## src/rtl/gccc_ram.sv

```systemverilog
// ----------------------------------------------------------------------------
// gccc_ram
// generic simple dual port ram, one write and one registered read per cycle
// ----------------------------------------------------------------------------
module gccc_ram #(
    parameter int WIDTH = 8,
    parameter int DEPTH = 128,
    parameter int AW    = (DEPTH > 1) ? $clog2(DEPTH) : 1
) (
    input  logic             i_clk,
    input  logic             i_we,
    input  logic [AW-1:0]    i_waddr,
    input  logic [WIDTH-1:0] i_wdata,
    input  logic [AW-1:0]    i_raddr,
    output logic [WIDTH-1:0] o_rdata
);

    logic [WIDTH-1:0] r_mem [DEPTH];
    logic [WIDTH-1:0] r_rdata;

    always_ff @(posedge i_clk) begin
        if (i_we) begin
            r_mem[i_waddr] <= i_wdata;
        end
        r_rdata <= r_mem[i_raddr];
    end

    assign o_rdata = r_rdata;

endmodule

```

## config.mk

```make
export PLATFORM = sky130hd
export DESIGN_NAME = gccc_ram
export DESIGN_NICKNAME = d
export VERILOG_FILES = /design/src/rtl/gccc_ram.sv
export SDC_FILE = /design/constraint.sdc
export NUM_CORES = 1
export LEC_CHECK = 0
export ABC_AREA = 1
export BUFFER_PORTS_ARGS = -buffer_cell sky130_fd_sc_hd__buf_2
export CAP_MARGIN = 10
export CORE_ASPECT_RATIO = 1.2
export CORE_MARGIN = 3
export CORE_UTILIZATION = 35
export DETAILED_ROUTE_END_ITERATION = 6
export GPL_ROUTABILITY_DRIVEN = 0
export PLACE_DENSITY_LB_ADDON = 0.12
export SLEW_MARGIN = 10
export SYNTH_ARGS = -nofsm -noshare
export SYNTH_HDL_FRONTEND = slang
export SYNTH_SLANG_ARGS = --single-unit
```

## constraint.sdc

```tcl
create_clock -name i_clk -period 1.75 [get_ports i_clk]
set_input_delay 0.0875 -clock i_clk [delete_from_list [all_inputs] [get_ports i_clk]]
set_output_delay 0.0875 -clock i_clk [all_outputs]
set_load 0.1 [all_outputs]
```

Word level (Yosys, flattened, before mapping)

Memories as Yosys holds them, arrays and structs flattened. A register that Yosys moved wholly into a read port is not among the register bits.
Index checks and enable logic that the tools add are counted.

$add $sub $neg: 0
Eq/ne operators: 0
Reduce and logical (&&, ||, !) cells: 0
Divide/modulo/power cells: 0
Shift operators: 0
Muxes and demuxes: 2
Magnitude comparators: 0
Bitwise gates (word level): 0
Multipliers: 0

Operators by type and width:

| cell             | number |
|---|---|
| 1-bit 2-to-1 mux | 2 |

Memories kept: 1
Bits in registers: 0
Bits in latches: 0
ROM bits: 0
Output and inout bits: 8
Bits of input ports: 24
Bits in writable memories: 1,024

Memories:

| memory | depth | bits a word | rd ports | clocked after Yosys merged registers in | wr ports | RTL line | RTL |
|---|---|---|---|---|---|---|---|
| r_mem  | 128   | 8           | 1        | 1                                       | 1        | 18       | `logic [WIDTH-1:0] r_mem [DEPTH];` |

Logic depth before layout (Yosys ltp)

Depth after elaboration: 2
Mapped depth: 14
Depth with buffers taken out: 11

Worst setup path after synthesis

OpenSTA, ideal clock, no wires.

Kind: input-to-reg
Start: in i_we
End: mem r_mem[105][0] (enable)
Stages: 4
Path buffers: 2
Setup slack: 307 ps
Library setup time: 370 ps
Arrival: 1,073 ps
Data required time: 1,380 ps
Path through: clkbuf_1 nand2_1 clkbuf_1 nor2_1

Longest elaborated chain between the ends: 2

Ends and longest elaborated chain:

| what                                   | RTL line | RTL |
|---|---|---|
| start: declaration                     | 11       | `input logic i_we,` |
| 1-bit 2-to-1 mux                       | 22       | `if (i_we) begin` |
| 1-bit 2-to-1 mux (not written as such) | 23       | `r_mem[i_waddr] <= i_wdata;` |
| end: declaration                       | 18       |  |

Every way passes these cells.

Final worst setup path

Start: reg r_rdata[3], in the netlist o_rdata[3] (read register of r_mem)
End: out o_rdata[3]

RTL lines:

| what               | RTL line | RTL |
|---|---|---|
| start: declaration | 19       | `logic [WIDTH-1:0] r_rdata;` |
| end: declaration   | 15       | `output logic [WIDTH-1:0] o_rdata` |

No word-level cell between the ends.

==> summary.txt <==
Final layout
  • Most frequent cells in the layout: nand2_1 (1215), edfxtp_1 (1024), nand3_1 (931)
  • FF/Latch Area: 30910 um^2
  • Synth-to-Final Area Change: 19.38%
  • Share of layout cells above drive strength 1: 0.1416
  • Area occupied by multi-input gates: 9763 um^2
  • Utilization after layout: 0.4237
  • Nets: ~4000
  • # fillers: about 11000
  • Final Cell Area: roughly 50000 um^2
  • Commonest non-fill, non-tap cell in the layout: nand2_1

Worst setup path
  • Crit path cell chain: buf_4
  • Crit-path max FO: 1
  • Crit end category: output port
  • R2R Path End: o_rdata[5]
  • Setup CP Type: reg2out
  • Crit path largest cell delay: 0.52 ns
  • CP Launch Point: o_rdata[3]
  • Slowest cell on crit path: dfxtp_1
  • CP Data Required Time: approximately 1.7 ns
  • CP bufs+invs: 1
  • Reg2Reg Depth: 10
  • RR Startpoint: r_mem[71][5]
  • Crit path launch type: register
  • R2R setup slack: about 0.10 ns
  • Top delay family on crit path: flip-flops
  • Crit path DAT: about 1.6 ns

Power
  • PD cells: ~1100 nW/um^2
  • Worst vdd ir: approximately 0.8 mV
  • Leakage: approximately 18 nW

Global route
  • First-pass GRT wire length: roughly 190000 um
  • Gr usage total: 0.2067
  • Vias in the first global route: about 28000
  • Initial antenna violation count: 8
  • Largest net degree at the start of global routing: between 40 and 50
  • Grt total ovfl: 0

Route
  • TritonRoute pass-1 iters: 5
  • Vias per inst: 5.018
  • Detailed Route WL: roughly 130000 um
  • Drt drc: 0
  • Routed Antenna Nets: 0
  • DR vias: 27620
  • Initial drt markers: 1937
  • Drt wl/cell: ~23 um

Timing
  • Final min period: ~1.7 ns
  • Tcrit/Tclk final: 0.9530
  • Final hold vios: 0
  • Setup violators final: 0
  • Worst slew pin tran: between 0.5 and 0.6 ns
  • Relative slew slack: 0.6067
  • Peak Freq: 0.5996 GHz
  • RSZ-0062 raised after global routing: no
  • Max-slew violation count: 0
  • Fin Clk Skew: 0.03325 ns

Floorplan
  • Die height: between 300 and 400 um
  • Die W: between 300 and 400 um
  • Die area: approximately 120000 um^2
  • Core area: between 100000 and 150000 um^2
  • Initial Util: 0.3549
  • Num ports: 32
  • Num rows: ~140

Clocking
  • CTS Buffer Depth: 3
  • Clk slew on worst S/H paths: around 0.06 ns
  • Root buf cell: clkbuf_16
  • CTS Sinks: ~1000
  • CTS tree: built
  • Clock Latency Late Sink: around 0.70 ns
  • CTS Buf Count: about 100
  • H-tree lvl count: 3
  • Setup Buffers After CTS: 0

Run status
  • Status: complete, no violations

Yosys
  • Register area share after synthesis: 0.7341
  • Net count after synthesis: ~3600
  • Ys Warns: 0
  • Synth Area per Inst: around 12 um^2
  • Cell area after synthesis: 42100 um^2
  • Yosys cell types: 14
  • Synth Register Bits: about 1000
  • Synth Instances: between 3000 and 4000

Min path
  • Hold Crit Class: in2reg
  • HP Start: i_raddr[4]
  • Hold path depth: 7
  • Min-Delay Endpoint: o_rdata[4]

Placed design
  • Detailed placement HPWL: between 80000 and 90000 um
  • Area after DPL: between 40000 and 50000 um^2
  • Port Buf Inserts: 31

Run
  • Max Cap Violations: 0
[logic make-up after synthesis]
logic type,share of synthesized area
buf+inv,0.03400
flops,0.7341
simple gates,0.2319
[per-layer routing]
metal  track usage  wire [um]  up-vias  part of all wire
met5             0          0        -                 0
met4       0.05530       2785        0             0.022
met3       0.02347       5344      141             0.042
met2        0.3569      63630      575              0.50
met1        0.2769      56420    13690              0.44
li1              -          -    13210                 -
[cell usage after synthesis]
cell type,number,area share
clkbuf_1,34,0.0030
buf_1,14,0.0012
buf_4,40,0.0071
dfxtp_1,8,0.0038
inv_8,1,0.00027
buf_6,22,0.0059
nor3_1,8,0.00095
buf_2,121,0.014
inv_2,2,0.00018
nor2_1,134,0.012
nand2_1,1215,0.11
nand3_1,931,0.11
edfxtp_1,1024,0.73
inv_1,21,0.0019
[sequential cells by signal (all words and copies together), names as in the netlist]
signal and count:
r_mem 1024, o_rdata 8
[power breakdown]
part / internal, mW / switching [mW] / total, mW / leakage, nW
Combinational: 1.21 / 2.83 / 4.04 / 7.42
Clock: 12.7 / 9.40 / 22.1 / 1.62
Sequential: 27.3 / 0.0525 / 27.3 / 9.27
[through the flow]
| stage | hold slack (ns) | setup TNS, ns | setup slack, ns | power (mW) | cells |
|---|---|---|---|---|---|
| detailed placement | 0.4976 | -2.113 | -0.3322 | 31.93 | 5300 |
| CTS | 0.02183 | 0 | 0.01951 | 54.06 | 5501 |
| global route | 0.09616 | 0 | 0.04371 | 55.23 | 5501 |
| floorplan | 0.1864 | 0 | 0.3067 | 29.82 | 3575 |
| finish | 0.09123 | 0 | 0.08232 | 53.51 | 5505 |
| global placement | 0.5069 | -2.043 | -0.3082 | 31.93 | 5300 |
[repair_timing]
action                                  4_1_cts  5_1_grt
endpoints found under the hold margin       367        0
resized for setup                             2        0
hold buffers                                 11        0
endpoints found under the setup margin        2        0
[worst max path at each step]
| stage | end | slack [ns] | cells past startpoint |
|---|---|---|---|
| detailed placement | o_rdata[5] | -0.33 | 13 |
| floorplan | r_mem[105][0] | 0.31 | 4 |
| finish | o_rdata[3] | 0.08 | 1 |
| global route | o_rdata[4] | 0.04 | 1 |
| CTS | o_rdata[3] | 0.02 | 1 |
| global placement | o_rdata[5] | -0.31 | 13 |
[cell type report]
| class | instances | area share |
|---|---|---|
| sequential | 1032 | 0.6150 |
| multi-input combinational | 2288 | 0.1942 |
| timing repair buffer | 427 | 0.08374 |
| clock buffer | 128 | 0.05484 |
| tap | 1540 | 0.03834 |
| clock inverter | 62 | 0.01138 |
| inverter | 24 | 0.002315 |
| antenna | 4 | 0.0001991 |
No activity file was read; power rests on OpenSTA's default activity.
