[src/rtl/gccc_pkg.sv]
// ----------------------------------------------------------------------------
// gccc_pkg
// shared types and constants for the graph cycle and component checker
// ----------------------------------------------------------------------------
package gccc_pkg;

    localparam int DEF_MAX_VERTICES = 128;
    localparam int DEF_MAX_DEGREE   = 128;

    localparam int VERTEX_W  = 7;
    localparam int COUNT_W   = 8;

    localparam logic [COUNT_W-1:0] VCOUNT_RESET = 8'd128;
    localparam logic [COUNT_W-1:0] COMP_MAX     = 8'd255;

    localparam logic CMD_ADD_EDGE = 1'b0;
    localparam logic CMD_ANALYZE  = 1'b1;

    // analyze result word
    typedef struct packed {
        logic               has_cycle;
        logic [COUNT_W-1:0] component_count;
        logic               load_error;
    } t_result;

    // write enables of the three stores
    typedef struct packed {
        logic adj;
        logic vinfo;
        logic stack;
    } t_mem_we;

endpackage

[src/rtl/gccc_ctrl.sv]
// ----------------------------------------------------------------------------
// gccc_ctrl
// sequencer for edge loading, depth-first walk and clearing sweep
// ----------------------------------------------------------------------------
module gccc_ctrl #(
    parameter int MAX_VERTICES = gccc_pkg::DEF_MAX_VERTICES,
    parameter int MAX_DEGREE   = gccc_pkg::DEF_MAX_DEGREE,
    parameter int VW  = $clog2(MAX_VERTICES),
    parameter int CW  = $clog2(MAX_VERTICES + 1),
    parameter int DW  = (MAX_DEGREE > 1) ? $clog2(MAX_DEGREE) : 1,
    parameter int DGW = $clog2(MAX_DEGREE + 1),
    parameter int VIW = 2 + VW + DGW
) (
    input  logic                          i_clk,
    input  logic                          i_rst_n,
    input  logic                          i_start,
    input  logic                          i_command,
    input  logic [gccc_pkg::VERTEX_W-1:0] i_vertex_a,
    input  logic [gccc_pkg::VERTEX_W-1:0] i_vertex_b,
    input  logic [CW-1:0]                 i_n,
    output logic                          o_busy,
    output gccc_pkg::t_result             o_res,
    output logic                          o_res_valid,
    output gccc_pkg::t_mem_we             o_we,
    output logic [VW+DW-1:0]              o_adj_waddr,
    output logic [VW-1:0]                 o_adj_wdata,
    output logic [VW+DW-1:0]              o_adj_raddr,
    input  logic [VW-1:0]                 i_adj_rdata,
    output logic [VW-1:0]                 o_vi_waddr,
    output logic [VIW-1:0]                o_vi_wdata,
    output logic [VW-1:0]                 o_vi_raddr,
    input  logic [VIW-1:0]                i_vi_rdata,
    output logic [VW-1:0]                 o_st_waddr,
    output logic [VW-1:0]                 o_st_wdata,
    output logic [VW-1:0]                 o_st_raddr,
    input  logic [VW-1:0]                 i_st_rdata
);

    localparam int EW = (CW > gccc_pkg::VERTEX_W) ? CW : gccc_pkg::VERTEX_W;
    localparam int SW = (CW > gccc_pkg::COUNT_W) ? CW : gccc_pkg::COUNT_W;

    typedef enum logic [3:0] {
        S_CLEAR, S_IDLE, S_E_RDA, S_E_RDB, S_E_WRB,
        S_OUTER, S_ROOT, S_POP, S_POPW, S_ULOAD, S_NBR, S_NBRW, S_CHK
    } t_state;

    t_state            r_state, n_state;
    logic [VW-1:0]     r_a, n_a, r_b, n_b;
    logic [VIW-1:0]    r_rec_a, n_rec_a, r_rec_b, n_rec_b;
    logic              r_err, n_err;
    logic              r_cyc, n_cyc;
    logic [CW-1:0]     r_v, n_v;
    logic [CW-1:0]     r_comps, n_comps;
    logic [CW-1:0]     r_depth, n_depth;
    logic [VW-1:0]     r_u, n_u;
    logic [DGW-1:0]    r_u_deg, n_u_deg;
    logic              r_u_pv, n_u_pv;
    logic [VW-1:0]     r_u_par, n_u_par;
    logic [DGW-1:0]    r_i, n_i;
    logic [VW-1:0]     r_w, n_w;
    logic [VW-1:0]     r_clr, n_clr;
    gccc_pkg::t_result r_res, n_res;
    logic              r_res_valid, n_res_valid;

    // record fields of the vertex info word
    logic [DGW-1:0]    rd_deg;
    logic [VW-1:0]     rd_par;
    logic              rd_pv, rd_vis;
    logic [DGW-1:0]    deg_a;
    logic [DGW:0]      deg_a_p2;
    logic              self_loop;
    logic              a_bad, b_bad;
    logic [SW-1:0]     comps_ext;

    assign rd_deg    = i_vi_rdata[DGW-1:0];
    assign rd_par    = i_vi_rdata[DGW +: VW];
    assign rd_pv     = i_vi_rdata[DGW + VW];
    assign rd_vis    = i_vi_rdata[DGW + VW + 1];
    assign deg_a     = r_rec_a[DGW-1:0];
    assign deg_a_p2  = {1'b0, deg_a} + (DGW + 1)'(2);
    assign self_loop = (r_a == r_b);
    assign a_bad     = EW'(i_vertex_a) >= EW'(i_n);
    assign b_bad     = EW'(i_vertex_b) >= EW'(i_n);
    assign comps_ext = SW'(r_comps);

    always_comb begin
        n_state     = r_state;
        n_a         = r_a;
        n_b         = r_b;
        n_rec_a     = r_rec_a;
        n_rec_b     = r_rec_b;
        n_err       = r_err;
        n_cyc       = r_cyc;
        n_v         = r_v;
        n_comps     = r_comps;
        n_depth     = r_depth;
        n_u         = r_u;
        n_u_deg     = r_u_deg;
        n_u_pv      = r_u_pv;
        n_u_par     = r_u_par;
        n_i         = r_i;
        n_w         = r_w;
        n_clr       = r_clr;
        n_res       = r_res;
        n_res_valid = 1'b0;
        o_we        = '0;
        o_adj_waddr = {r_a, deg_a[DW-1:0]};
        o_adj_wdata = r_b;
        o_adj_raddr = {r_u, r_i[DW-1:0]};
        o_vi_waddr  = r_a;
        o_vi_wdata  = '0;
        o_vi_raddr  = VW'(i_vertex_a);
        o_st_waddr  = r_depth[VW-1:0];
        o_st_wdata  = r_w;
        o_st_raddr  = VW'(r_depth - CW'(1));

        case (r_state)
            S_CLEAR: begin
                o_we.vinfo = 1'b1;
                o_vi_waddr = r_clr;
                o_vi_wdata = '0;
                n_err      = 1'b0;
                n_cyc      = 1'b0;
                n_comps    = '0;
                n_v        = '0;
                n_depth    = '0;
                if (r_clr == VW'(MAX_VERTICES - 1)) begin
                    n_state = S_IDLE;
                end else begin
                    n_clr = r_clr + VW'(1);
                end
            end
            S_IDLE: begin
                if (i_start) begin
                    if (i_command == gccc_pkg::CMD_ANALYZE) begin
                        n_state = S_OUTER;
                    end else if (a_bad || b_bad) begin
                        n_err = 1'b1;
                    end else begin
                        n_a     = VW'(i_vertex_a);
                        n_b     = VW'(i_vertex_b);
                        n_state = S_E_RDA;
                    end
                end
            end
            S_E_RDA: begin
                n_rec_a    = i_vi_rdata;
                o_vi_raddr = r_b;
                n_state    = S_E_RDB;
            end
            S_E_RDB: begin
                n_rec_b = i_vi_rdata;
                n_state = S_IDLE;
                if (self_loop ? (deg_a_p2 > (DGW + 1)'(MAX_DEGREE))
                              : (deg_a >= DGW'(MAX_DEGREE) ||
                                 rd_deg >= DGW'(MAX_DEGREE))) begin
                    n_err = 1'b1;
                end else begin
                    o_we.adj   = 1'b1;
                    o_we.vinfo = 1'b1;
                    o_vi_waddr = r_a;
                    o_vi_wdata = {r_rec_a[VIW-1:DGW],
                                  self_loop ? deg_a_p2[DGW-1:0] : deg_a + DGW'(1)};
                    n_state    = S_E_WRB;
                end
            end
            S_E_WRB: begin
                o_we.adj = 1'b1;
                n_state  = S_IDLE;
                if (self_loop) begin
                    o_adj_waddr = {r_a, DW'(deg_a + DGW'(1))};
                    o_adj_wdata = r_a;
                end else begin
                    o_adj_waddr = {r_b, r_rec_b[DW-1:0]};
                    o_adj_wdata = r_a;
                    o_we.vinfo  = 1'b1;
                    o_vi_waddr  = r_b;
                    o_vi_wdata  = {r_rec_b[VIW-1:DGW], r_rec_b[DGW-1:0] + DGW'(1)};
                end
            end
            S_OUTER: begin
                o_vi_raddr = r_v[VW-1:0];
                if (r_v == i_n) begin
                    n_res.has_cycle       = r_cyc;
                    n_res.component_count = (comps_ext > SW'(gccc_pkg::COMP_MAX))
                                          ? gccc_pkg::COMP_MAX
                                          : gccc_pkg::COUNT_W'(comps_ext);
                    n_res.load_error      = r_err;
                    n_res_valid           = 1'b1;
                    n_clr                 = '0;
                    n_state               = S_CLEAR;
                end else begin
                    n_state = S_ROOT;
                end
            end
            S_ROOT: begin
                if (rd_vis) begin
                    n_v     = r_v + CW'(1);
                    n_state = S_OUTER;
                end else begin
                    // new root: mark visited with no parent and push it
                    o_we.vinfo = 1'b1;
                    o_vi_waddr = r_v[VW-1:0];
                    o_vi_wdata = {1'b1, 1'b0, rd_par, rd_deg};
                    o_we.stack = 1'b1;
                    o_st_waddr = '0;
                    o_st_wdata = r_v[VW-1:0];
                    n_depth    = CW'(1);
                    n_comps    = r_comps + CW'(1);
                    n_state    = S_POP;
                end
            end
            S_POP: begin
                if (r_depth == '0) begin
                    n_v     = r_v + CW'(1);
                    n_state = S_OUTER;
                end else begin
                    n_depth = r_depth - CW'(1);
                    n_state = S_POPW;
                end
            end
            S_POPW: begin
                n_u        = i_st_rdata;
                o_vi_raddr = i_st_rdata;
                n_state    = S_ULOAD;
            end
            S_ULOAD: begin
                n_u_deg = rd_deg;
                n_u_pv  = rd_pv;
                n_u_par = rd_par;
                n_i     = '0;
                n_state = S_NBR;
            end
            S_NBR: begin
                if (r_i == r_u_deg) begin
                    n_state = S_POP;
                end else begin
                    n_state = S_NBRW;
                end
            end
            S_NBRW: begin
                o_vi_raddr = i_adj_rdata;
                if (CW'(i_adj_rdata) >= i_n) begin
                    n_i     = r_i + DGW'(1);
                    n_state = S_NBR;
                end else begin
                    n_w     = i_adj_rdata;
                    n_state = S_CHK;
                end
            end
            S_CHK: begin
                n_i     = r_i + DGW'(1);
                n_state = S_NBR;
                if (!rd_vis) begin
                    o_we.vinfo = 1'b1;
                    o_vi_waddr = r_w;
                    o_vi_wdata = {1'b1, 1'b1, r_u, rd_deg};
                    if (r_depth < CW'(MAX_VERTICES)) begin
                        o_we.stack = 1'b1;
                        n_depth    = r_depth + CW'(1);
                    end
                end else if (!r_u_pv || r_u_par != r_w) begin
                    n_cyc = 1'b1;
                end
            end
            default: begin
                n_state = S_IDLE;
            end
        endcase
    end

    always_ff @(posedge i_clk) begin
        if (!i_rst_n) begin
            r_state     <= S_CLEAR;
            r_clr       <= '0;
            r_err       <= 1'b0;
            r_cyc       <= 1'b0;
            r_v         <= '0;
            r_comps     <= '0;
            r_depth     <= '0;
            r_i         <= '0;
            r_res_valid <= 1'b0;
        end else begin
            r_state     <= n_state;
            r_clr       <= n_clr;
            r_err       <= n_err;
            r_cyc       <= n_cyc;
            r_v         <= n_v;
            r_comps     <= n_comps;
            r_depth     <= n_depth;
            r_i         <= n_i;
            r_res_valid <= n_res_valid;
        end
        r_a     <= n_a;
        r_b     <= n_b;
        r_rec_a <= n_rec_a;
        r_rec_b <= n_rec_b;
        r_u     <= n_u;
        r_u_deg <= n_u_deg;
        r_u_pv  <= n_u_pv;
        r_u_par <= n_u_par;
        r_w     <= n_w;
        r_res   <= n_res;
    end

    assign o_busy      = (r_state != S_IDLE);
    assign o_res       = r_res;
    assign o_res_valid = r_res_valid;

endmodule

[config.mk]
export PLATFORM = sky130hd
export DESIGN_NAME = gccc_ctrl
export DESIGN_NICKNAME = d
export VERILOG_FILES = /design/src/rtl/gccc_pkg.sv /design/src/rtl/gccc_ctrl.sv
export SDC_FILE = /design/constraint.sdc
export NUM_CORES = 1
export LEC_CHECK = 0
export ABC_AREA = 1
export BUFFER_PORTS_ARGS = -buffer_cell sky130_fd_sc_hd__buf_2
export CAP_MARGIN = 40
export CORE_MARGIN = 2
export CORE_UTILIZATION = 56
export CTS_CLUSTER_DIAMETER = 40
export DETAILED_ROUTE_END_ITERATION = 6
export GPL_TIMING_DRIVEN = 0
export PLACE_DENSITY = 0.85
export SLEW_MARGIN = 10
export SYNTH_ARGS = -nofsm -noshare
export SYNTH_HDL_FRONTEND = slang
export SYNTH_SLANG_ARGS = --single-unit
[constraint.sdc]
create_clock -name i_clk -period 2.9 [get_ports i_clk]
set_clock_uncertainty 0.2 [all_clocks]
set_input_delay 0.435 -clock i_clk [delete_from_list [all_inputs] [get_ports i_clk]]
set_output_delay 0.435 -clock i_clk [all_outputs]
set_load 0.03 [all_outputs]
=== Word-level counts from Yosys, hierarchy flattened ===
Index checks and enable logic that the tools add are counted.

* Word-level logic and storage cells: 164
* Register bits after elaboration: 134
* Bits of input ports: 57
* Output and inout port bits: 102

* Equal/unequal tests: 35
* Add/sub/neg operators: 9
* Reductions and logical operators: 26
* Bitwise operators: 3
* Magnitude comparators: 8
* Mux-type cells: 62

{| class="wikitable"
|+ Operator list
! cell !! number
|-
| 8-bit 2-to-1 mux || 9
|-
| 7-bit 2-to-1 mux || 10
|-
| 17-bit 2-to-1 mux || 4
|-
| 17-bit case mux with 4 select lines || 1
|-
| 7-bit case mux with 4 select lines || 2
|-
| 8-bit by 1-bit adder with 8-bit output, second input constant || 6
|-
| 8-bit case mux with 3 select lines || 2
|-
| 4-bit case mux with 11 select lines || 1
|-
| 2-bit inequality test, second input constant || 16
|-
| 8-bit case mux with 4 select lines || 1
|-
| 14-bit 2-to-1 mux || 2
|-
| 7-bit by 8-bit >= comparator with 1-bit output || 3
|-
| 4-bit 2-to-1 mux || 6
|-
| 4-bit == test, second input constant || 5
|-
| 4-bit by 3-bit == test with 1-bit output, second input constant || 4
|-
| 8-bit == test || 2
|-
| 8-bit >= comparator, second input constant || 2
|-
| 8-bit case mux with 2 select lines || 1
|-
| 7-bit case mux with 2 select lines || 1
|-
| 3-bit AND reduction || 4
|-
| 1-bit 2-to-1 mux || 10
|-
| 2-bit AND reduction || 5
|-
| 5-bit AND reduction || 2
|-
| 8-bit by 2-bit adder with 9-bit output, second input constant || 1
|-
| 27 further kinds || 43
|}

=== Logic depth before layout (Yosys ltp) ===
* Word-level depth: 6
* Gate-level depth with buffers: 15
* Gate-level depth less buffers: 14

=== Least setup slack after synthesis ===
Ideal clock, no wire load.

* Path type: reg2out
* Start: register r_state[1]
* End: output port o_vi_wdata[0]
* Arrival: 2276 ps
* Cell stages (with the launch flop): 6
* Path buffers: 1
* Setup slack: -11 ps
* Required time: 2265 ps
* Cells stage by stage: dfxtp_1 > nand2_2 > nor2_1 > nand2_1 > buf_2 > o221ai_1

* Cells in the longest elaborated chain, start to end: 2
* Elaborated cells on any way between the ends: 5
* Classes of those cells: eq/ne: 4; mux: 1

{| class="wikitable"
|+ Ends and longest elaborated chain
! item !! line !! source
|-
| from (decl) || gccc_ctrl.sv:47 || <nowiki>t_state r_state, n_state;</nowiki>
|-
| from (signal assigned) || gccc_ctrl.sv:284 || <nowiki>r_state <= n_state;</nowiki>
|-
| 4-bit == test (tied with other cells) || gccc_ctrl.sv:117 || <nowiki>case (r_state)</nowiki>
|-
| 17-bit case mux with 4 select lines (*) || gccc_ctrl.sv:117 ||
|-
| to (decl) || gccc_ctrl.sv:30 || <nowiki>output logic [VIW-1:0] o_vi_wdata,</nowiki>
|}

Mark *: on every way between the ends. The rest lies on a longest branch, timed or not.

=== Worst setup path in the final report ===
* Start: register r_b[5]
* End: output port o_vi_wdata[12]

* Cells in the longest elaborated chain, start to end: 4
* Elaborated cells on any way between the ends: 5
* Classes of those cells: eq/ne: 1; mux: 4

{| class="wikitable"
|+ Ends and longest elaborated chain
! item !! line !! source
|-
| from (decl) || gccc_ctrl.sv:48 || <nowiki>logic [VW-1:0] r_a, n_a, r_b, n_b;</nowiki>
|-
| from (signal assigned) || gccc_ctrl.sv:295 || <nowiki>r_b <= n_b;</nowiki>
|-
| 7-bit == test (*) || gccc_ctrl.sv:81 || <nowiki>assign self_loop = (r_a == r_b);</nowiki>
|-
| 1-bit 2-to-1 mux || gccc_ctrl.sv:154 || <nowiki>if (self_loop ? (deg_a_p2 > (DGW + 1)'(MAX_DEGREE))</nowiki>
|-
| 17-bit 2-to-1 mux || gccc_ctrl.sv:154 ||
|-
| 17-bit case mux with 4 select lines (*) || gccc_ctrl.sv:117 ||
|}

Marks and branches as above.

==> flow_summary.json <==
{
  "ios": 159,
  "vias_per_cell": 6.276,
  "netlist_area_um2": 8010,
  "cpPeakStageDelay_ns": 0.49,
  "final_util_pct": 76.35,
  "synth_cells": 966,
  "first_pass_iters": 7,
  "stdcell_count": 1388,
  "power_frac_seq_pct": 43.5,
  "die_y_um": 123.6,
  "yosys_warnings": 0,
  "clock-sinks": 134,
  "worstSkewPairLatency_ns": 0.44,
  "antenna_found_initial": 1,
  "max_freq_ghz": 0.3118,
  "drv_slew": 0,
  "yosysSeqAreaShare_pct": 44.49,
  "grt_pass1_vias": 7807,
  "leakagePower_nw": 4.614,
  "rows": 43,
  "p_sw_share_pct": 23.46,
  "wl_um": 29230,
  "clkSlewWorstSetupHoldPaths_ns": 0.07,
  "worst_slack_ns": -0.3076,
  "first_iter_violations": 1448,
  "ys_async_sr_fraction_pct": 0,
  "grt_max_degree": 18,
  "wl_per_cell_um": 21.06,
  "max_slew_margin_pct": 54.93,
  "h-tree-depth": 4,
  "grt_usage_pct": 36.13,
  "setup_violations": 23,
  "pre_cts_slack_ns": -0.1193,
  "worstPathRequired_ns": 2.27,
  "synth_area_leaders": "edfxtp_1 33%, dfxtp_1 11%, nand2_1 11%",
  "maxCapViolations": 0,
  "fin_crit_ns": 3.208,
  "fillers": 884,
  "grt_pass1_wl_um": 41210,
  "synth_top_area_share_pct": 32.99,
  "cts_tree": "done",
  "max-vdd-ir-drop_v": 0.0003040,
  "final_cell_mix": "220 x nand2_1, 130 x buf_2, 97 x inv_1",
  "fin_total_pwr_mw": 4.672,
  "p_int_mw": 3.575,
  "vias": 8711,
  "die-width_um": 123.6,
  "hold_viol_final": 0,
  "endpoint_kind": "output pin",
  "p_per_area_nw_per_um2": 439.1,
  "path_class": "reg2out",
  "drive_gt1_share_pct": 30.82,
  "synth_edf_count": 88,
  "syn_to_final_growth_pct": 32.82,
  "cts_buffer_depth": 2,
  "pwr-share-clk_pct": 51.4,
  "placed_cells": 1308,
  "cts-root-buf": "clkbuf_16",
  "yosys.area.top_type": "edfxtp_1",
  "grt-ovfl-total": 0,
  "placement.io_buffers": 157,
  "arrival_ns": 2.57,
  "status": "finished with violations",
  "final_area_um2": 10640,
  "worstPathMaxFanout": 5,
  "hold_class": "in2reg",
  "hold_ws_ns": 0.002745,
  "initial_core_util_pct": 57.48,
  "yosys.cell_types.count": 56,
  "die_area_um2": 15280,
  "path_cells": "xnor2_1 -> nand3_2 -> nor3_1 -> nand2_2 -> nand2_2 -> nand2_4 -> inv_4 -> buf_6 -> nand2_2 -> nand4_1 -> buf_6",
  "slowest_stage": "edfxtp_1",
  "rsz0062_at_grt": "yes",
  "ys_ff_latch": 134,
  "ys.flop_type": "edfxtp_1",
  "synth_area_per_cell_um2": 8.292,
  "final_common_cell": "nand2_1",
  "r2r_slack_ns": -0.06,
  "final_antenna_net_count": 0,
  "violations": "DRC, setup timing",
  "place_area_um2": 9090,
  "drc_errors": 4,
  "dpl.hpwl_um": 17980,
  "coreArea_um2": 13930,
  "path_common_cell": "nand2_2",
  "nets": 1285,
  "numCtsBuffers": 17,
  "syn_nets": 1057,
  "worst_pin_slew_ns": 0.6753,
  "start_kind": "flip-flop",
  "gp_congestion": 0.9953,
  "power_switching_mw": 1.096,
  "p_comb_share_pct": 5.1,
  "setup_tns_ns": -4.735,
  "fin_crit_sh_pct": 110.6
}
[power groups by stage]
stage	combinational (mW)	clock, mW	sequential, mW
after floorplan	0.109	0	2.08
after global placement	0.209	0	2.07
after detailed placement	0.216	0	2.08
after CTS	0.221	2.36	2.03
after global routing	0.256	2.47	2.03
final	0.238	2.40	2.03
[worst paths after layout]
kind / from / endpoint / cells after the start
worst max register to register: r_b[5]$_DFFE_PP_ / r_state[0]$_SDFFE_PN0P_ / 16
worst min register to register: r_err$_SDFFE_PN0P_ / o_res[0]$_DFFE_PP_ / 0
worst min-delay path: i_vi_rdata[15] / r_u_pv$_DFFE_PN_ / 1
worst max-delay path: r_b[5]$_DFFE_PP_ / o_vi_wdata[12] / 11
[worst max-delay path: cells and delay by family (launching register included)]
family / cells / cell delay (ns)
AND/OR/NAND/NOR: 7 / 1.01
flip-flops: 1 / 0.49
buffers and inverters: 3 / 0.39
XOR/XNOR: 1 / 0.25
[flip-flops by register name, summed over array words and instances (netlist names), 8 cells and up]
| register | flops |
|---|---|
| comps_ext | 8 |
| o_res | 10 |
| r_depth | 8 |
| r_i | 8 |
| r_rec_a | 17 |
| r_rec_b | 17 |
| r_u_deg | 8 |
| r_v | 8 |
[Yosys cell counts (9+ instances only)]
cell type and n:
nand3_1 44, inv_2 19, o21ai_0 53, edfxtp_1 88
o221ai_1 12, nor3_1 20, a221oi_1 10, ha_1 34
nand4_1 23, buf_2 9, o22ai_1 9, nand2_1 236
nor2_1 74, xnor2_1 11, inv_1 102, a21oi_1 50
xor2_1 28, dfxtp_1 46
[layout make-up]
type | instances | area [µm²] | share of cell area (%)
clock inverters | 15 | 216.5 | 2.035
well taps | 180 | 225.2 | 2.117
plain buffers | 27 | 200.2 | 1.882
multi-input cells | 682 | 4155 | 39.06
diodes | 1 | 2.502 | 0.02352
inverters | 123 | 469.2 | 4.410
repair buffers | 209 | 1379 | 12.96
flip-flops and latches | 134 | 3566 | 33.52
clock buffers | 17 | 425.4 | 3.999
[per-layer routing]
layer / GRT usage [%] / vias to the layer above / wire (µm)
li1: - / 3754 / -
met1: 44.65 / 3931 / 10120
met2: 58.38 / 807 / 13500
met3: 8.059 / 219 / 3431
met4: 20.74 / 0 / 2182
met5: 0 / - / 0
[what timing repair did]
action	4_1_cts	5_1_grt
buffers inserted	28	17
endpoints found under the setup margin	52	58
cloned	1	0
hold buffers	2	2
pin swaps	10	14
resized for setup	83	78
endpoints found under the hold margin	2	2
[kinds of logic (layout without fill, tap and decap cells)]
kind of cell / after synthesis / in the layout / synth area share (%)
AND/OR/NAND/NOR: 444 / 444 / 25.73
other: 0 / 1 / 0
adder cells (fa/ha/maj): 34 / 34 / 5.311
buffers and inverters: 150 / 391 / 7.685
XOR/XNOR: 39 / 39 / 4.264
flip-flops: 134 / 134 / 44.49
AO/OA/AOI/OAI: 165 / 165 / 12.53
No activity file was read; power rests on OpenSTA's default activity.
